File: src/sv/bas_pkg.sv
// Shared types, constants and digit arithmetic for the BCD add/subtract core.
package bas_pkg;

  localparam int DIGITS    = 8;
  localparam int NUM_DIG   = DIGITS + 1;
  localparam int VEC_W     = 4 * NUM_DIG;
  localparam int OPND_W    = 32;
  localparam int MAG_W     = 36;
  localparam int SEG_DIG   = 3;
  localparam int NUM_SEG   = (NUM_DIG + SEG_DIG - 1) / SEG_DIG;

  localparam logic [3:0] DEC_MAX = 4'd9;
  localparam logic [4:0] DEC_ADJ = 5'd6;

  typedef enum logic {
    CMD_ADD = 1'b0,
    CMD_SUB = 1'b1
  } cmd_e;

  typedef logic [VEC_W-1:0] vec_t;
  typedef logic [MAG_W-1:0] mag_t;

  typedef struct packed {
    logic sub;
    logic neg;
    logic bad;
    vec_t keep;
  } tag_t;

  typedef struct packed {
    logic c;
    vec_t s;
  } seg_res_t;

  function automatic logic [4:0] dec_digit(logic [3:0] x, logic [3:0] y, logic cin);
    logic [4:0] raw;
    logic [4:0] adj;
    logic [4:0] r;
    raw = {1'b0, x} + {1'b0, y} + {4'b0000, cin};
    adj = {1'b0, raw[3:0]} + DEC_ADJ;
    if ((raw[3:0] > DEC_MAX) || raw[4]) begin
      r = {adj[4] | raw[4], adj[3:0]};
    end else begin
      r = {1'b0, raw[3:0]};
    end
    return r;
  endfunction

  function automatic seg_res_t seg_add(vec_t x, vec_t y, vec_t s_in, logic cin, int k);
    seg_res_t   r;
    logic [4:0] d;
    int         idx;
    r.s = s_in;
    r.c = cin;
    for (int i = 0; i < SEG_DIG; i++) begin
      idx = k * SEG_DIG + i;
      if (idx < NUM_DIG) begin
        d = dec_digit(x[4*idx +: 4], y[4*idx +: 4], r.c);
        r.s[4*idx +: 4] = d[3:0];
        r.c = d[4];
      end
    end
    return r;
  endfunction

  function automatic vec_t nines(vec_t v);
    vec_t r;
    for (int i = 0; i < NUM_DIG; i++) begin
      r[4*i +: 4] = DEC_MAX - v[4*i +: 4];
    end
    return r;
  endfunction

  function automatic vec_t widen(logic [OPND_W-1:0] op);
    vec_t r;
    r = '0;
    for (int j = 0; j < 4 * DIGITS; j++) begin
      if (j < OPND_W) begin
        r[j] = op[j];
      end
    end
    return r;
  endfunction

  function automatic mag_t to_mag(vec_t v);
    mag_t r;
    r = '0;
    for (int j = 0; j < MAG_W; j++) begin
      if (j < VEC_W) begin
        r[j] = v[j];
      end
    end
    return r;
  endfunction

endpackage

File: src/sv/bcd_add_subtract_core.sv
// Pipelined packed-BCD adder/subtractor with ten's complement recovery of negative differences.
// One transfer is accepted per clock and results leave in order, one per clock,
// while the output is not stalled. One stage widens the operands, checks the digits
// and forms the nine's complement of the subtrahend; three stages ripple the sum
// three digits each; three more stages form the ten's complement of a negative
// difference. Stalls on the output hold the pipeline and empty stages fill up
// before the input side is stalled. Magnitude is DIGITS+1 BCD digits; negative
// marks a subtraction whose result is below zero; invalid_digit marks any operand
// nibble above nine, and the raw nibbles are still summed.
module bcd_add_subtract_core (
  input  logic                       clk_i,
  input  logic                       rst_ni,
  input  logic                       in_valid_i,
  output logic                       in_stall_o,
  input  logic                       cmd_i,
  input  logic [bas_pkg::OPND_W-1:0] operand_a_i,
  input  logic [bas_pkg::OPND_W-1:0] operand_b_i,
  output logic                       out_valid_o,
  input  logic                       out_stall_i,
  output logic [bas_pkg::MAG_W-1:0]  magnitude_o,
  output logic                       negative_o,
  output logic                       invalid_digit_o
);
  import bas_pkg::*;

  logic p_valid, p_ready, p_cin;
  vec_t p_x, p_y;
  tag_t p_tag;

  logic r1_valid, r1_ready, r1_cout;
  vec_t r1_sum;
  tag_t r1_tag;

  logic r2_in_ready;
  vec_t c_x, c_y;
  tag_t c_tag;

  logic r2_cout;
  vec_t r2_sum;
  tag_t r2_tag;
  logic in_ready;

  bas_prep u_prep (
    .clk_i       (clk_i),
    .rst_ni      (rst_ni),
    .in_valid_i  (in_valid_i),
    .in_ready_o  (in_ready),
    .cmd_i       (cmd_i),
    .operand_a_i (operand_a_i),
    .operand_b_i (operand_b_i),
    .out_valid_o (p_valid),
    .out_ready_i (p_ready),
    .x_o         (p_x),
    .y_o         (p_y),
    .cin_o       (p_cin),
    .tag_o       (p_tag)
  );

  bas_ripple u_sum (
    .clk_i       (clk_i),
    .rst_ni      (rst_ni),
    .in_valid_i  (p_valid),
    .in_ready_o  (p_ready),
    .x_i         (p_x),
    .y_i         (p_y),
    .cin_i       (p_cin),
    .tag_i       (p_tag),
    .out_valid_o (r1_valid),
    .out_ready_i (r1_ready),
    .sum_o       (r1_sum),
    .cout_o      (r1_cout),
    .tag_o       (r1_tag)
  );

  always_comb begin
    c_x        = nines(r1_sum);
    c_y        = vec_t'(1);
    c_tag      = r1_tag;
    c_tag.neg  = r1_tag.sub && !r1_cout;
    c_tag.keep = r1_sum;
  end

  assign r1_ready = r2_in_ready;

  bas_ripple u_recomp (
    .clk_i       (clk_i),
    .rst_ni      (rst_ni),
    .in_valid_i  (r1_valid),
    .in_ready_o  (r2_in_ready),
    .x_i         (c_x),
    .y_i         (c_y),
    .cin_i       (1'b0),
    .tag_i       (c_tag),
    .out_valid_o (out_valid_o),
    .out_ready_i (!out_stall_i),
    .sum_o       (r2_sum),
    .cout_o      (r2_cout),
    .tag_o       (r2_tag)
  );

  assign in_stall_o      = !in_ready;
  assign magnitude_o     = to_mag(r2_tag.neg ? r2_sum : r2_tag.keep);
  assign negative_o      = r2_tag.neg;
  assign invalid_digit_o = r2_tag.bad;

`ifndef ASSERT_OFF
  a_neg_from_sub : assert property (@(posedge clk_i) disable iff (!rst_ni)
    out_valid_o && negative_o |-> r2_tag.sub)
    else $error("negative result flagged for an addition");
  a_no_stall_when_draining : assert property (@(posedge clk_i) disable iff (!rst_ni)
    !out_stall_i |-> !in_stall_o)
    else $error("input stalled although the output drains");
  a_hold_result : assert property (@(posedge clk_i) disable iff (!rst_ni)
    out_valid_o && out_stall_i |=> out_valid_o && $stable(magnitude_o)
      && $stable(negative_o) && $stable(invalid_digit_o))
    else $error("stalled result changed");
  a_unused_carry : assert property (@(posedge clk_i) disable iff (!rst_ni)
    out_valid_o && negative_o && (r2_tag.keep != '0) |-> !r2_cout)
    else $error("recomplement of a nonzero difference carried out");
`endif

endmodule

File: src/sv/bas_prep.sv
// Operand widening, digit check and subtrahend complement register stage.
module bas_prep (
  input  logic                        clk_i,
  input  logic                        rst_ni,
  input  logic                        in_valid_i,
  output logic                        in_ready_o,
  input  logic                        cmd_i,
  input  logic [bas_pkg::OPND_W-1:0]  operand_a_i,
  input  logic [bas_pkg::OPND_W-1:0]  operand_b_i,
  output logic                        out_valid_o,
  input  logic                        out_ready_i,
  output bas_pkg::vec_t               x_o,
  output bas_pkg::vec_t               y_o,
  output logic                        cin_o,
  output bas_pkg::tag_t               tag_o
);
  import bas_pkg::*;

  logic valid_q;
  logic en;
  vec_t a_w, b_w;
  vec_t x_d, y_d, x_q, y_q;
  logic cin_d, cin_q;
  tag_t tag_d, tag_q;
  logic bad;

  assign en         = !valid_q || out_ready_i;
  assign in_ready_o = en;

  always_comb begin
    a_w = widen(operand_a_i);
    b_w = widen(operand_b_i);
    bad = 1'b0;
    for (int i = 0; i < DIGITS; i++) begin
      if ((a_w[4*i +: 4] > DEC_MAX) || (b_w[4*i +: 4] > DEC_MAX)) begin
        bad = 1'b1;
      end
    end
    x_d      = a_w;
    y_d      = (cmd_e'(cmd_i) == CMD_SUB) ? nines(b_w) : b_w;
    cin_d    = (cmd_e'(cmd_i) == CMD_SUB);
    tag_d    = '0;
    tag_d.sub = cin_d;
    tag_d.bad = bad;
  end

  always_ff @(posedge clk_i or negedge rst_ni) begin
    if (!rst_ni) begin
      valid_q <= 1'b0;
    end else if (en) begin
      valid_q <= in_valid_i;
    end
  end

  always_ff @(posedge clk_i) begin
    if (en && in_valid_i) begin
      x_q   <= x_d;
      y_q   <= y_d;
      cin_q <= cin_d;
      tag_q <= tag_d;
    end
  end

  assign out_valid_o = valid_q;
  assign x_o         = x_q;
  assign y_o         = y_q;
  assign cin_o       = cin_q;
  assign tag_o       = tag_q;

endmodule

File: src/sv/bas_ripple.sv
// Pipelined decimal ripple adder, SEG_DIG (three) digits per register stage.
module bas_ripple (
  input  logic          clk_i,
  input  logic          rst_ni,
  input  logic          in_valid_i,
  output logic          in_ready_o,
  input  bas_pkg::vec_t x_i,
  input  bas_pkg::vec_t y_i,
  input  logic          cin_i,
  input  bas_pkg::tag_t tag_i,
  output logic          out_valid_o,
  input  logic          out_ready_i,
  output bas_pkg::vec_t sum_o,
  output logic          cout_o,
  output bas_pkg::tag_t tag_o
);
  import bas_pkg::*;

  logic [NUM_SEG-1:0] v_q;
  logic [NUM_SEG:0]   en;
  vec_t               x_q   [NUM_SEG];
  vec_t               y_q   [NUM_SEG];
  vec_t               s_q   [NUM_SEG];
  logic               c_q   [NUM_SEG];
  tag_t               tag_q [NUM_SEG];

  assign en[NUM_SEG] = out_ready_i;

  for (genvar k = 0; k < NUM_SEG; k++) begin : g_seg
    logic     v_in;
    vec_t     x_in, y_in, s_in;
    logic     c_in;
    tag_t     t_in;
    seg_res_t res;

    if (k == 0) begin : g_first
      assign v_in = in_valid_i;
      assign x_in = x_i;
      assign y_in = y_i;
      assign s_in = '0;
      assign c_in = cin_i;
      assign t_in = tag_i;
    end else begin : g_next
      assign v_in = v_q[k-1];
      assign x_in = x_q[k-1];
      assign y_in = y_q[k-1];
      assign s_in = s_q[k-1];
      assign c_in = c_q[k-1];
      assign t_in = tag_q[k-1];
    end

    assign en[k] = !v_q[k] || en[k+1];
    assign res   = seg_add(x_in, y_in, s_in, c_in, k);

    always_ff @(posedge clk_i or negedge rst_ni) begin
      if (!rst_ni) begin
        v_q[k] <= 1'b0;
      end else if (en[k]) begin
        v_q[k] <= v_in;
      end
    end

    always_ff @(posedge clk_i) begin
      if (en[k] && v_in) begin
        x_q[k]   <= x_in;
        y_q[k]   <= y_in;
        s_q[k]   <= res.s;
        c_q[k]   <= res.c;
        tag_q[k] <= t_in;
      end
    end
  end

  assign in_ready_o  = en[0];
  assign out_valid_o = v_q[NUM_SEG-1];
  assign sum_o       = s_q[NUM_SEG-1];
  assign cout_o      = c_q[NUM_SEG-1];
  assign tag_o       = tag_q[NUM_SEG-1];

`ifndef ASSERT_OFF
  a_hold_out : assert property (@(posedge clk_i) disable iff (!rst_ni)
    v_q[NUM_SEG-1] && !out_ready_i |=> v_q[NUM_SEG-1] && $stable(s_q[NUM_SEG-1])
      && $stable(c_q[NUM_SEG-1]))
    else $error("held result changed while stalled");
  a_ready_chain : assert property (@(posedge clk_i) disable iff (!rst_ni)
    out_ready_i |-> in_ready_o)
    else $error("pipeline stalled although the output drains");
`endif

endmodule

File: config.mk
export PLATFORM = sky130hd
export DESIGN_NAME = bcd_add_subtract_core
export DESIGN_NICKNAME = d
export VERILOG_FILES = /design/src/sv/bas_pkg.sv /design/src/sv/bcd_add_subtract_core.sv /design/src/sv/bas_prep.sv /design/src/sv/bas_ripple.sv
export SDC_FILE = /design/constraint.sdc
export NUM_CORES = 1
export LEC_CHECK = 0
export ABC_CLOCK_PERIOD_IN_PS = 8200
export BUFFER_PORTS_ARGS = -buffer_cell sky130_fd_sc_hd__buf_2
export CAP_MARGIN = 20
export CORE_MARGIN = 2
export CORE_UTILIZATION = 30
export CTS_CLUSTER_SIZE = 10
export DETAILED_ROUTE_END_ITERATION = 8
export PLACE_DENSITY = 0.46
export SLEW_MARGIN = 20
export SYNTH_ARGS = -nofsm -noshare
export SYNTH_HDL_FRONTEND = slang
export SYNTH_SLANG_ARGS = --single-unit
File: constraint.sdc
create_clock -name clk_i -period 8.2 [get_ports clk_i]
set_input_delay 0.82 -clock clk_i [delete_from_list [all_inputs] [get_ports clk_i]]
set_output_delay 0.82 -clock clk_i [all_outputs]
set_load 0.01 [all_outputs]
Word level (Yosys, flattened, before mapping) --
Memory sizes are Yosys's and may differ from the RTL's. Cells that the tools add are included.
Operators by class: reduce and logical (&&, ||, !) cells 52, add/subtract/negate cells 68, order comparisons 34, mux-type cells 33, bitwise gates (word level) 18
Operators with widths (number):
- 4-bit greater-than comparator (second input constant) | 34
- 4-bit by 3-bit adder with 5-bit output (second input constant) | 18
- 5-bit 2-to-1 mux | 18
- 4-bit by 4-bit adder with 5-bit output | 15
- 5-bit by 1-bit adder with 5-bit output | 15
- 36-bit 2-to-1 mux | 2
- 4-bit subtractor (first input constant) | 17
- 1-bit logical OR | 33
- 1-bit OR | 18
- 1-bit 2-to-1 mux | 13
- 4-bit by 1-bit adder with 5-bit output | 2
- 1-bit zero test | 10
- 1-bit logical AND | 8
- 7-bit OR reduction | 1
- 4-bit by 1-bit adder with 5-bit output (second input constant) | 1
Storage, ports and cells: bits of input ports 69, memories kept 10, output and inout port bits 40, logic and storage cells 226, flip-flop bits (word level) 77, memory bits (writable) 888
Memory list:
- u_recomp.tag_q | depth 3, bits a word 39, rd ports 3, clocked after memory_dff 0, wr ports 3, line bas_ripple.sv:25 | tag_t tag_q [NUM_SEG];
- u_sum.tag_q | depth 3, bits a word 39, rd ports 3, clocked after memory_dff 0, wr ports 3, line bas_ripple.sv:25
- u_recomp.s_q | depth 3, bits a word 36, rd ports 3, clocked after memory_dff 0, wr ports 3, line bas_ripple.sv:23 | vec_t s_q [NUM_SEG];
- u_recomp.x_q | depth 3, bits a word 36, rd ports 2, clocked after memory_dff 0, wr ports 3, line bas_ripple.sv:21 | vec_t x_q [NUM_SEG];
- u_recomp.y_q | depth 3, bits a word 36, rd ports 2, clocked after memory_dff 0, wr ports 3, line bas_ripple.sv:22 | vec_t y_q [NUM_SEG];
- u_sum.s_q | depth 3, bits a word 36, rd ports 3, clocked after memory_dff 0, wr ports 3, line bas_ripple.sv:23
- 4 more memories

Longest topological paths before layout --
Gate-level depths: netlist of the first run. An unclocked memory read counts as a cell.
depth in word-level cells 14, mapped depth 21, depth with buffers taken out 21

Modules after synthesis --
From an unflattened synthesis of the first run, not the netlist that was laid out.
Second synthesis, totals: cells, all modules 1616, area, all modules 25673.4 µm²
Modules (own cells, without submodules):
- bas_ripple at u_sum | times used 1, seq. area each 8002.7 µm², area each 10944.2 µm², cells an instance 661
- bas_ripple at u_recomp | times used 1, seq. area each 8002.7 µm², area each 10916.7 µm², cells an instance 660
- bas_prep | times used 1, seq. area each 2006.9 µm², area each 2909.0 µm², cells an instance 205
- bcd_add_subtract_core | times used 1, seq. area each 0.0 µm², area each 903.4 µm², cells an instance 90

Worst setup path before layout of the first run --
OpenSTA, ideal clock, no wires.
path kind in2reg, from input port out_stall_i, to memory u_recomp.s_q[0][100] in the netlist's numbering, enable pin, arrival 6.062 ns, data required time 7.589 ns, stages 1, setup time 0.611 ns, path buffers 0, setup slack 1.527 ns, cells stage by stage a21boi_0
RTL lines:
- from (decl) | line bcd_add_subtract_core.sv:19 | input logic out_stall_i,
- to (decl) | line bas_ripple.sv:23

==> impl_results.rst, run 1 <==
.. list-table::
   :header-rows: 1

   * - Metric
     - Value
   * - Slowest stage cell, crit path
     - sky130_fd_sc_hd__fa_1
   * - Average cell area after synthesis
     - 16.0 sq um
   * - Die outline area
     - 0.0591 sq mm
   * - Area of the placeable core
     - roughly 0.056 sq mm
   * - Register bit count reported by yosys
     - approximately 420
   * - Area added between synthesis and finish
     - 17.0%
   * - Post-route setup slack
     - 3.47 ns
   * - Cts repair resizes
     - 0
   * - Maximum number of pins on one net before global-route repair
     - 73
   * - Worst setup path category
     - register to register
   * - Length of the first detailed-routing pass in iterations
     - 4
   * - Number of warnings printed during yosys synthesis
     - 0
   * - DRC violation total after the first TritonRoute iteration
     - between 400 and 500
   * - Number of enable-type register cells in the synthesized netlist
     - ~400
   * - Global routing usage on met3
     - between 2 and 3%
   * - First-pass GRT wire length
     - 45,000 um
   * - Final Cycle Share
     - between 50% and 60%
   * - Power Dens Cells
     - approximately 340 mW/mm^2
   * - Source of the worst register-to-register timing path
     - u_prep.y_o[32]$_DFFE_PP_
   * - Total standard cell area after synthesis
     - about 0.017 sq mm
   * - Maximum fanout along the worst path
     - 4
   * - Number of nets in the layout
     - around 1,400
   * - Number of cells on the worst reg-to-reg path
     - 19
   * - Maximum Capacitance Violations
     - 0
   * - Worst Tran Pin Value
     - between 0.9 and 1 ns
   * - Vias per cell
     - a little over 4
   * - Largest stage delay on the critical path
     - about 0.45 ns
   * - Async set-reset flop share out of synthesis
     - 1.68%
   * - Worst slack at placement
     - between 3 and 4 ns
   * - Clock skew after layout
     - ~0.012 ns
   * - Clk root buf
     - sky130_fd_sc_hd__clkbuf_16
   * - Launching element of the worst setup path
     - u_prep.y_o[32]$_DFFE_PP_
   * - RSZ-0062 raised after global routing
     - no
   * - Flop2flop setup slack
     - approximately 3.5 ns
   * - Area of all placed cells without fillers
     - approximately 0.02 sq mm
   * - WP data arrival
     - between 5 and 6 ns
   * - Total half-perimeter wirelength after legalization and detailed placement
     - approximately 18,000 um
   * - Total vias in the final route
     - around 8,000
   * - Std cell rows
     - 87
   * - Predominant post-synthesis flop cell
     - sky130_fd_sc_hd__edfxtp_1
   * - Post-route core utilization
     - about 36%
   * - Maximum resistive drop on vdd
     - between 0.0001 and 0.00015 V
   * - Remaining number of nets flagged by the antenna check after routing
     - 0
   * - Commonest non-fill, non-tap cell in the layout
     - sky130_fd_sc_hd__edfxtp_1
   * - Hold Violations, Final
     - 0
   * - Sum Neg Setup Slack
     - 0 ns
   * - Number of buffers inserted by port buffering
     - 108
   * - Data required time of the worst path
     - roughly 8.5 ns
   * - Number of max-slew violations in the final report
     - 0
   * - GRT Total Usage
     - a little under a tenth
   * - Relative slew slack
     - 35.3%
   * - Count of antenna diodes in the layout
     - 0
   * - Remaining global-route overflow
     - 0
   * - Library cells used by synthesis
     - 53
   * - Cell area after placement
     - ~0.019 sq mm
   * - Clock tree sinks
     - ~420
   * - Maximum clock frequency
     - about 210 MHz
   * - Type of destination of the critical path
     - register
   * - Placer congestion estimate
     - about 0.75
   * - Post-synthesis sequential area ratio
     - around 73%
   * - Run status
     - finished clean
   * - Number of cells in the finished layout apart from fillers
     - 1,999
   * - Total length of routed wires
     - 27,500 um
   * - CTS tree
     - yes
   * - Crit-path cells
     - inv_1 -> fa_1 -> fa_1 -> xor2_1 -> nand2_1 -> a21oi_2 -> fa_1 -> fa_1 -> nor2b_1 -> o21ai_0 -> nand2b_1 -> a21oi_2 -> fa_1 -> fa_1 -> xor2_1 -> ha_1 -> inv_1 -> a21oi_1 -> o21ba_2
   * - Total leakage power
     - about 7.7 nW
   * - Syn nets
     - between 1,000 and 1,500
   * - Total of endpoints with negative setup slack in the final report
     - 0
   * - Horizontal die dimension
     - approximately 240 um
   * - Met1 Use GR
     - between 10% and 20%
   * - CTS HTree Levels
     - 2
   * - Total chip power
     - between 6 and 7 mW
   * - Via count of the first global-routing pass
     - roughly 8,500
   * - Worst-Skew Late Latency
     - approximately 0.57 ns
   * - Final worst hold slack
     - around 0.083 ns
   * - Fraction of layout cells with a size suffix above 1
     - between 10% and 20%
   * - Type of the most critical hold path
     - primary input to async pin
   * - Cell type with the highest occurrence count on the critical path
     - sky130_fd_sc_hd__fa_1
   * - Vertical extent of the die
     - ~240 um
   * - Number of buffers on the longest clock path
     - 3
   * - TritonCTS buffer count
     - 49
   * - Buffers inserted by post-CTS timing repair
     - 0
   * - Global-route layer with the greatest usage
     - met2
   * - Met2 Track Usage GR
     - between 10% and 20%
   * - Starting utilization of the core area
     - 30.4%
   * - Final routed wire length divided by cell count
     - 13.7 um
   * - Startpoint types
     - register
   * - I/O pin cnt
     - 109
   * - Clock slew seen by the registers of the worst setup and hold paths
     - ~0.06 ns
   * - Post-layout minimum cycle time
     - between 4 and 5 ns
   * - Antenna violations before repair
     - 0
   * - Commonest cells after routing, fill and taps aside
     - 409 x sky130_fd_sc_hd__edfxtp_1, 112 x sky130_fd_sc_hd__inv_1, 108 x sky130_fd_sc_hd__buf_2
   * - Detailed-route DRC error count
     - 0
   * - Number of buffers inserted by hold repair at cts
     - 0
   * - Number of instances in the synthesized netlist
     - ~1,100
   * - DP Cell Count
     - between 1,500 and 2,000
==> critical path: cells and delay by family, from the launching register on <==
family	cells	cell delay, ns
AND/OR/NAND/NOR	3	0.33
XOR/XNOR	2	0.43
AO/OA/AOI/OAI	5	0.51
adder cells (fa/ha/maj)	7	2.75
buffers and inverters	2	0.11
flip-flops	1	0.35
==> cells in the mapped netlist, types with 2 or more instances <==
cell                       instances  area share [%]
sky130_fd_sc_hd__a211o_1           2            0.10
sky130_fd_sc_hd__a211oi_1          4            0.18
sky130_fd_sc_hd__a21oi_1          31            0.90
sky130_fd_sc_hd__a21oi_2           8            0.41
sky130_fd_sc_hd__a22oi_1           4            0.18
sky130_fd_sc_hd__and2_1            7            0.26
sky130_fd_sc_hd__buf_2             7            0.20
sky130_fd_sc_hd__clkbuf_1          6            0.13
sky130_fd_sc_hd__dfrtp_1           7             1.0
sky130_fd_sc_hd__edfxtp_1        409              72
sky130_fd_sc_hd__fa_1             16             1.9
sky130_fd_sc_hd__ha_1             80             5.8
sky130_fd_sc_hd__inv_1           112             2.5
sky130_fd_sc_hd__mux2_2           34             2.2
sky130_fd_sc_hd__mux2i_1          13            0.76
sky130_fd_sc_hd__nand2_1          50             1.1
sky130_fd_sc_hd__nand2b_1         30             1.1
sky130_fd_sc_hd__nand3_1           6            0.18
sky130_fd_sc_hd__nand3_2           2            0.12
sky130_fd_sc_hd__nand4_1           5            0.18
sky130_fd_sc_hd__nor2_1           45            0.98
sky130_fd_sc_hd__nor2b_1          19            0.69
sky130_fd_sc_hd__nor3_1            3           0.087
sky130_fd_sc_hd__o211a_1           7            0.41
sky130_fd_sc_hd__o211ai_1          2           0.087
sky130_fd_sc_hd__o21a_1            2           0.087
sky130_fd_sc_hd__o21ai_0          50             1.5
sky130_fd_sc_hd__o21ba_2           2            0.12
sky130_fd_sc_hd__o21bai_1          3            0.13
sky130_fd_sc_hd__o22a_1            5            0.26
sky130_fd_sc_hd__o22ai_1           5            0.18
sky130_fd_sc_hd__or2_2             2           0.073
sky130_fd_sc_hd__xnor2_1          30             1.5
sky130_fd_sc_hd__xor2_1           43             2.2
==> power by group <==
part           internal [mW]  switching [mW]  leakage (nW)
clock network           1.16           0.776         0.686
registers               3.17           0.204          4.05
logic                  0.652           0.901          2.93
==> path summary, 6_finish.rpt <==
check / end
worst max-delay path: u_sum.s_q[0][11]$_DFFE_PP_
worst min-delay path: u_sum.g_seg[1].v_in$_DFFE_PN0P_
worst max register to register: u_sum.s_q[0][11]$_DFFE_PP_
worst min register to register: u_sum.x_q[0][20]$_DFFE_PP_
max in group asynchronous: u_recomp.g_seg[1].v_in$_DFFE_PN0P_
min in group clk_i: u_sum.x_q[0][20]$_DFFE_PP_
==> layout make-up <==
type                       count  area (sq um)
clock inverter                 4          21.3
sequential                   416         12500
clock buffer                  66          1390
timing repair buffer         116           601
tap                          756           946
multi-input combinational    529          4250
fill                        5390         36400
inverter                     112           420
==> per-layer routing <==
layer	vias up	share of wire, %	wire length (um)
li1	4173	-	-
met1	3883	46	12600
met2	126	47	12800
met3	45	4.8	1320
met4	0	2.5	675
met5	-	0	0
==> sequential cells by signal (all words and copies together), names as in the netlist <==
signal / cells
u_sum.x_q: 28
u_prep.out_valid_o: 1
u_sum.s_q: 71
u_prep.y_o: 33
u_recomp.tag_q: 94
u_recomp.g_seg.v_in: 2
u_recomp.s_q: 70
u_sum.g_seg.v_in: 2
u_sum.c_q: 3
u_sum.out_valid_o: 1
u_prep.tag_o: 1
u_prep.x_o: 32
u_recomp.c_q: 2
u_sum.tag_q: 4
u_sum.y_q: 30
u_recomp.out_valid_o: 1
u_recomp.x_q: 41
==> kinds of logic after synthesis <==
family	share of synthesized area (%)
flip-flops	72.6
AO/OA/AOI/OAI	5.11
buffers and inverters	2.79
multiplexers	2.99
adder cells (fa/ha/maj)	7.77
AND/OR/NAND/NOR	4.91
XOR/XNOR	3.82
other	0.0219
(Power assumes the default switching activity.)
==> run 2, diff against run 1 <==
Settings changed: ABC_CLOCK_PERIOD_IN_PS 8200 to 4600.
Clock period 8.2 ns to 4.6 ns, I/O delays scaled along.
==> run 2 against run 1 <==
First-iteration DRC count unchanged. Final cell count up 1.1%. Wire length grew 2.3%. Utilization rose by 0.30 points. Non-clock buffer count increased by 15. Setup slack got worse by 3.2 ns. Fmax up 9.4%. Critical path depth down 1. Global-route usage up 0.11 points. Die area unchanged. Largest cell class unchanged. Highest routed layer unchanged.
==> impl_results.rst, run 2 (same netlist as run 1, synthesis figures left out) <==
.. list-table::
   :header-rows: 1

   * - Metric
     - Value
   * - Post-layout minimum cycle time
     - 4.33 ns (was 4.73 ns)
   * - Fraction of layout cells with a size suffix above 1
     - 20.7% (was 18.6%)
   * - Die outline area
     - 0.0591 sq mm (unchanged)
   * - Data required time of the worst path
     - 4.92 ns (was 8.52 ns)
   * - Horizontal die dimension
     - 243 um (unchanged)
   * - TritonCTS buffer count
     - 49 (unchanged)
   * - Post-route setup slack
     - 0.275 ns (was 3.47 ns)
   * - Number of max-slew violations in the final report
     - 0 (unchanged)
   * - Commonest non-fill, non-tap cell in the layout
     - sky130_fd_sc_hd__edfxtp_1 (unchanged)
   * - Placer congestion estimate
     - 0.744 (was 0.752)
   * - Final Cycle Share
     - 94.0% (was 57.7%)
   * - Run status
     - finished clean (unchanged)
   * - Remaining global-route overflow
     - 0 (unchanged)
   * - Relative slew slack
     - 41.9% (was 35.3%)
   * - Hold Violations, Final
     - 0 (unchanged)
   * - Std cell rows
     - 87 (unchanged)
   * - Maximum fanout along the worst path
     - 3 (was 4)
   * - Maximum number of pins on one net before global-route repair
     - 67 (was 73)
   * - I/O pin cnt
     - 109 (unchanged)
   * - Clock tree sinks
     - 416 (unchanged)
   * - Number of cells on the worst reg-to-reg path
     - 18 (was 19)
   * - Clock skew after layout
     - 0.0201 ns (was 0.0125 ns)
   * - Number of nets in the layout
     - 1,404 (was 1,389)
   * - Sequential cell area
     - 0.0125 sq mm (unchanged)
   * - Total length of routed wires
     - 28,100 um (was 27,500 um)
   * - Filler cell count
     - 5,329 (was 5,390)
   * - Power Dens Cells
     - 606 mW/mm^2 (was 342 mW/mm^2)
   * - Commonest cells after routing, fill and taps aside
     - 409 x sky130_fd_sc_hd__edfxtp_1, 111 x sky130_fd_sc_hd__inv_1, 108 x sky130_fd_sc_hd__buf_2 (was 409 x sky130_fd_sc_hd__edfxtp_1, 112 x sky130_fd_sc_hd__inv_1, 108 x sky130_fd_sc_hd__buf_2)
   * - Detailed-route DRC error count
     - 0 (unchanged)
   * - CTS tree
     - yes (unchanged)
   * - CTS HTree Levels
     - 2 (unchanged)
   * - Final worst hold slack
     - 0.0820 ns (was 0.0827 ns)
   * - WP data arrival
     - 4.64 ns (was 5.05 ns)
   * - DRC violation total after the first TritonRoute iteration
     - 451 (unchanged)
   * - Via count of the first global-routing pass
     - 8,500 (was 8,521)
   * - Vias per cell
     - 4.13 (was 4.12)
   * - GRT Total Usage
     - 9.69% (was 9.57%)
   * - Maximum Capacitance Violations
     - 0 (unchanged)
   * - RSZ-0062 raised after global routing
     - yes (was no)
   * - Length of the first detailed-routing pass in iterations
     - 5 (was 4)
   * - Number of buffers inserted by port buffering
     - 108 (unchanged)
   * - Worst-Skew Late Latency
     - 0.57 ns (about the same)
   * - Registers with the most flip-flops
     - u_recomp.tag_q x94, u_sum.s_q x71, u_recomp.s_q x70 (unchanged)
   * - Maximum clock frequency
     - 231 MHz (was 211 MHz)
   * - Startpoint types
     - register (unchanged)
   * - Flip-flop count of the largest register after layout
     - 94 (unchanged)
   * - Total leakage power
     - 7.72 nW (was 7.66 nW)
   * - Area of the placeable core
     - 0.0565 sq mm (unchanged)
   * - Count of antenna diodes in the layout
     - 0 (unchanged)
   * - Total half-perimeter wirelength after legalization and detailed placement
     - 19,000 um (was 18,400 um)
   * - First-pass GRT wire length
     - 45,400 um (was 45,000 um)
   * - Number of instances on the worst hold path
     - 1
   * - Area added between synthesis and finish
     - 18.0% (was 17.0%)
   * - Total of endpoints with negative setup slack in the final report
     - 0 (unchanged)
   * - Maximum resistive drop on vdd
     - 0.000257 V (was 0.000148 V)
   * - Type of the most critical hold path
     - primary input to register (was primary input to async pin)
   * - Sum Neg Setup Slack
     - 0 ns (unchanged)
   * - Vertical extent of the die
     - 243 um (unchanged)
   * - Worst slack at placement
     - -0.103 ns (was 3.44 ns)
   * - Remaining number of nets flagged by the antenna check after routing
     - 0 (unchanged)
   * - Clock slew seen by the registers of the worst setup and hold paths
     - 0.06 ns (about the same)
   * - Antenna violations before repair
     - 0 (unchanged)
   * - Number of buffers on the longest clock path
     - 3 (unchanged)
   * - Worst setup path category
     - register to register (unchanged)
   * - Type of destination of the critical path
     - register (unchanged)
   * - Worst Tran Pin Value
     - 0.871 ns (was 0.971 ns)
   * - Final routed wire length divided by cell count
     - 13.9 um (was 13.7 um)
   * - Total vias in the final route
     - 8,348 (was 8,227)
   * - Starting utilization of the core area
     - 30.4% (unchanged)
   * - Clk root buf
     - sky130_fd_sc_hd__clkbuf_16 (unchanged)
   * - Multi-input gate area in the final layout
     - 0.00430 sq mm (was 0.00425 sq mm)
   * - Largest register by flop count
     - u_recomp.tag_q (unchanged)
## run 2: path summary, 6_finish.rpt
| check | start | to | slack, ns |
|---|---|---|---|
| max in group asynchronous | rst_ni | u_recomp.g_seg[1].v_in$_DFFE_PN0P_ | 4.18 |
| hold reg to reg | u_sum.tag_q[0][75]$_DFFE_PP_ | u_sum.tag_q[0][114]$_DFFE_PP_ | 0.40 |
| min in group asynchronous | rst_ni | u_recomp.g_seg[2].v_in$_DFFE_PN0P_ | 0.25 |
| setup / recovery | u_prep.y_o[0]$_DFFE_PP_ | u_sum.s_q[0][11]$_DFFE_PP_ | 0.27 |
| hold / removal | operand_a_i[20] | u_prep.x_o[20]$_DFFE_PP_ | 0.08 |
| setup reg to reg | u_prep.y_o[0]$_DFFE_PP_ | u_sum.s_q[0][11]$_DFFE_PP_ | 0.27 |
## run 2: worst max-delay path, stage by stage, from the launching register on
cell and delay [ns]:
sky130_fd_sc_hd__edfxtp_1 0.31, sky130_fd_sc_hd__inv_1 0.06, sky130_fd_sc_hd__fa_2 0.40, sky130_fd_sc_hd__fa_2 0.38, sky130_fd_sc_hd__xor2_1 0.18, sky130_fd_sc_hd__nand2_1 0.10
sky130_fd_sc_hd__a21oi_2 0.07, sky130_fd_sc_hd__fa_2 0.40, sky130_fd_sc_hd__fa_2 0.38, sky130_fd_sc_hd__xor2_1 0.18, sky130_fd_sc_hd__nand2_1 0.09, sky130_fd_sc_hd__a21oi_2 0.07
sky130_fd_sc_hd__fa_2 0.39, sky130_fd_sc_hd__fa_2 0.40, sky130_fd_sc_hd__xor2_2 0.17, sky130_fd_sc_hd__ha_1 0.21, sky130_fd_sc_hd__inv_2 0.06, sky130_fd_sc_hd__nand2_1 0.04
sky130_fd_sc_hd__o21ba_2 0.19
## run 2: cell type report
type	instances	area share, %
timing repair buffer	131	3.70
tap	756	4.67
clock buffer	71	6.61
sequential	416	61.5
inverter	112	2.08
multi-input combinational	529	21.2
clock inverter	5	0.173
## run 2: layer usage
metal / wire length [um] / track usage, %
met5: 0 / 0
met4: 765 / 3.63
met3: 1300 / 2.52
met2: 12900 / 15.4
met1: 13100 / 12.7
## run 2: stage by stage
step	std cells	util (%)	total power [mW]	cell area, sq um
after floorplan	1070	-	8.07	17200
after CTS	2014	35.6	12.5	20100
after global placement	1937	33.2	8.88	18700
after detailed placement	1937	33.2	8.96	18700
after global routing	2020	35.8	13.1	20200
final	2020	35.8	12.3	20200
## run 2: where the power goes
part	leakage (nW)	internal [mW]	switching [mW]
sequential	4.05	5.65	0.383
clock	0.666	1.99	1.41
combinational	3.00	1.23	1.61
## run 2: repair_timing
item,in CTS,in global routing
setup endpoints to repair,6,9
pin swaps,0,10
setup buffers,0,4
hold buffers,1,0
gates resized for setup,5,14
endpoints found under the hold margin,7,0
==> run 3, diff against run 2 <==
Settings changed: REMOVE_ABC_BUFFERS from default to 1.
==> run 3 against run 2 <==
Setup slack better by 0.040 ns. Final cell count down 0.50%. Hold slack got worse by 0.014 ns. Register-to-register slack gained 0.04 ns. Sequential cell count did not move. Sequential power hardly changed. Die area unchanged. Critical path depth stayed put. Non-clock buffer count is 5 lower. Clock power down 2%. Count of clock-buffer cells in the layout decreased by 2. Highest routed layer unchanged.
==> impl_results.rst, run 3 (same netlist as run 1, synthesis figures left out) <==
.. list-table::
   :header-rows: 1

   * - Metric
     - Value
   * - Area of all placed cells without fillers
     - 0.0202 sq mm (about the same)
   * - Power Dens Cells
     - 604 mW/mm^2 (was 606 mW/mm^2)
   * - WP data arrival
     - 4.61 ns (was 4.64 ns)
   * - Fraction of layout cells with a size suffix above 1
     - 20.3% (was 20.7%)
   * - Final Cycle Share
     - 93.1% (was 94.0%)
   * - Post-layout minimum cycle time
     - 4.28 ns (was 4.33 ns)
   * - Horizontal die dimension
     - 243 um (unchanged)
   * - Clock tree sinks
     - 416 (unchanged)
   * - Maximum Capacitance Violations
     - 0 (unchanged)
   * - Remaining global-route overflow
     - 0 (unchanged)
   * - Met3 WL post-DR
     - 1180 um (was 1300 um)
   * - Largest stage delay on the critical path
     - 0.40 ns (about the same)
   * - Registers with the most flip-flops
     - u_recomp.tag_q x94, u_sum.s_q x71, u_recomp.s_q x70 (unchanged)
   * - Worst-Skew Late Latency
     - 0.56 ns (was 0.57 ns)
   * - Count of antenna diodes in the layout
     - 0 (unchanged)
   * - TritonCTS buffer count
     - 48 (was 49)
   * - I/O pin cnt
     - 109 (unchanged)
   * - Placer congestion estimate
     - 0.758 (was 0.744)
   * - Detailed-route DRC error count
     - 0 (unchanged)
   * - Type of the most critical hold path
     - primary input to register (unchanged)
   * - Largest register by flop count
     - u_recomp.tag_q (unchanged)
   * - Flip-flop count of the largest register after layout
     - 94 (unchanged)
   * - Std cell rows
     - 87 (unchanged)
   * - Clock slew seen by the registers of the worst setup and hold paths
     - 0.05 ns (was 0.06 ns)
   * - Antenna violations before repair
     - 0 (unchanged)
   * - Number of max-slew violations in the final report
     - 0 (unchanged)
   * - Die outline area
     - 0.0591 sq mm (unchanged)
   * - Commonest cells after routing, fill and taps aside
     - 409 x sky130_fd_sc_hd__edfxtp_1, 112 x sky130_fd_sc_hd__inv_1, 108 x sky130_fd_sc_hd__buf_2 (was 409 x sky130_fd_sc_hd__edfxtp_1, 111 x sky130_fd_sc_hd__inv_1, 108 x sky130_fd_sc_hd__buf_2)
   * - Maximum clock frequency
     - 233 MHz (was 231 MHz)
   * - Area added between synthesis and finish
     - 17.6% (was 18.0%)
   * - Crit-path cells
     - inv_1 -> fa_2 -> nand2b_1 -> a21oi_1 -> xor2_1 -> a21oi_2 -> fa_2 -> fa_2 -> xor2_2 -> nand2_1 -> a21oi_2 -> fa_2 -> fa_2 -> xor2_2 -> ha_1 -> inv_1 -> nand2_1 -> o21ba_2 (was inv_1 -> fa_2 -> fa_2 -> xor2_1 -> nand2_1 -> a21oi_2 -> fa_2 -> fa_2 -> xor2_1 -> nand2_1 -> a21oi_2 -> fa_2 -> fa_2 -> xor2_2 -> ha_1 -> inv_2 -> nand2_1 -> o21ba_2)
   * - Cell area after placement
     - 0.0187 sq mm (about the same)
   * - Clk root buf
     - sky130_fd_sc_hd__clkbuf_16 (unchanged)
   * - Wire length on met2
     - 13,200 um (was 12,900 um)
   * - Area of the placeable core
     - 0.0565 sq mm (unchanged)
   * - Number of buffers inserted by port buffering
     - 108 (unchanged)
   * - Worst setup path category
     - register to register (unchanged)
   * - Relative slew slack
     - 34.1% (was 41.9%)
   * - Slowest stage cell, crit path
     - sky130_fd_sc_hd__fa_2 (unchanged)
   * - Number of nets in the layout
     - 1,398 (was 1,404)
   * - Maximum number of pins on one net before global-route repair
     - 73 (was 67)
   * - Family with the most delay on the worst path
     - adder cells (unchanged)
   * - Vias per cell
     - 4.14 (was 4.13)
   * - Total half-perimeter wirelength after legalization and detailed placement
     - 19,400 um (was 19,000 um)
   * - Highest routed metal layer
     - met4 (unchanged)
   * - First-pass GRT wire length
     - 44,800 um (was 45,400 um)
   * - Total leakage power
     - 7.68 nW (was 7.72 nW)
   * - Final worst hold slack
     - 0.0678 ns (was 0.0820 ns)
   * - Worst Tran Pin Value
     - 0.988 ns (was 0.871 ns)
   * - RSZ-0062 raised after global routing
     - no (was yes)
   * - Total vias in the final route
     - 8,312 (was 8,348)
   * - Buf/Inv on CP
     - 2 (unchanged)
   * - Met1 WL
     - 13,000 um (was 13,100 um)
   * - Hold Violations, Final
     - 0 (unchanged)
   * - CTS HTree Levels
     - 2 (unchanged)
   * - Total of endpoints with negative setup slack in the final report
     - 0 (unchanged)
   * - Via count of the first global-routing pass
     - 8,291 (was 8,500)
   * - Clock skew after layout
     - 0.0170 ns (was 0.0201 ns)
   * - Remaining number of nets flagged by the antenna check after routing
     - 0 (unchanged)
   * - GRT Total Usage
     - 9.58% (was 9.69%)
   * - Total length of routed wires
     - 28,100 um (about the same)
   * - DRC violation total after the first TritonRoute iteration
     - 481 (was 451)
   * - Filler cell count
     - 5,342 (was 5,329)
   * - Run status
     - finished clean (unchanged)
   * - Type of destination of the critical path
     - register (unchanged)
   * - Data required time of the worst path
     - 4.92 ns (about the same)
   * - Vertical extent of the die
     - 243 um (unchanged)
   * - Cell type with the highest occurrence count on the critical path
     - sky130_fd_sc_hd__fa_2 (unchanged)
   * - Maximum resistive drop on vdd
     - 0.000295 V (was 0.000257 V)
   * - Commonest non-fill, non-tap cell in the layout
     - sky130_fd_sc_hd__edfxtp_1 (unchanged)
   * - CTS tree
     - yes (unchanged)
   * - Starting utilization of the core area
     - 30.4% (unchanged)
   * - Startpoint types
     - register (unchanged)
   * - Length of the first detailed-routing pass in iterations
     - 6 (was 5)
   * - Final routed wire length divided by cell count
     - 14.0 um (was 13.9 um)
   * - Number of buffers on the longest clock path
     - 3 (unchanged)
   * - Maximum fanout along the worst path
     - 3 (unchanged)
## run 3: cell types whose count changed in the layout (fill, tap and decap cells not counted), moves of 2 or more
cell / previous run / this run
sky130_fd_sc_hd__a21oi_4: 1 / 3
sky130_fd_sc_hd__o21ai_0: 48 / 50
sky130_fd_sc_hd__a21oi_2: 10 / 7
sky130_fd_sc_hd__clkbuf_1: 19 / 17
sky130_fd_sc_hd__inv_6: 2 / 0
sky130_fd_sc_hd__buf_4: 20 / 17
sky130_fd_sc_hd__o21ai_1: 3 / 1
## run 3: final cells by class
class                   instances  area (sq um)  share of cell area (%)
well taps                     756           946                    4.69
inverters                     112           420                    2.08
flip-flops and latches        416         12500                    61.7
multi-input cells             529          4320                    21.4
repair buffers                126           678                    3.36
clock inverters                 2          25.0                   0.124
clock buffers                  69          1330                    6.60
## run 3: per-layer routing
layer	up-vias	GRT usage, %
met5	-	0
met4	0	3.32
met3	49	2.49
met2	133	15.5
met1	3934	12.5
li1	4196	-
## run 3: final timing paths
path / to / slack, ns / depth (start not counted) / from
worst max-delay path: u_sum.s_q[0][59]$_DFFE_PP_ / 0.32 / 18 / u_sum.c_q[0][0]$_SDFFCE_PN0P_
worst min-delay path: u_prep.x_o[16]$_DFFE_PP_ / 0.07 / 1 / operand_a_i[16]
worst max register to register: u_sum.s_q[0][59]$_DFFE_PP_ / 0.32 / 18 / u_sum.c_q[0][0]$_SDFFCE_PN0P_
worst min register to register: u_sum.x_q[0][31]$_DFFE_PP_ / 0.41 / 0 / u_prep.x_o[31]$_DFFE_PP_
max in group asynchronous: u_recomp.g_seg[2].v_in$_DFFE_PN0P_ / 4.18 / 2 / rst_ni
min in group asynchronous: u_prep.out_valid_o$_DFFE_PN0N_ / 0.26 / 2 / rst_ni
## run 3: per-stage QoR
stage	instances	power [mW]	utilization (%)	setup TNS [ns]	setup WS, ns
after floorplan	1057	8.06	-	-123.34	-1.71
after global placement	1936	8.89	33.1	0	0.0163
after detailed placement	1936	8.96	33.1	-0.349	-0.117
after CTS	2008	12.4	35.6	0	0.0483
after global routing	2010	13.0	35.7	0	0.0317
final	2010	12.2	35.7	0	0.315
## run 3: power breakdown
part | switching (mW) | total (mW) | internal, mW
Clock | 1.36 | 3.34 | 1.98
Sequential | 0.366 | 6.02 | 5.65
Combinational | 1.62 | 2.83 | 1.21
Total | 3.35 | 12.2 | 8.84
## run 3: repair_timing
item	in CTS	in global routing
hold buffers	1	0
pin swaps	0	5
endpoints found under the hold margin	7	0
buffers inserted	0	2
setup endpoints to repair	8	9
resized for setup	5	13
## run 3: worst reg2reg max path, delay by kind of cell (launching register included)
family / cells / cell delay [ns]
fa+ha+maj: 6 / 2.11
xor+xnor: 3 / 0.66
compound gates: 4 / 0.54
flops: 1 / 0.32
simple gates: 3 / 0.30
buf+inv: 2 / 0.13
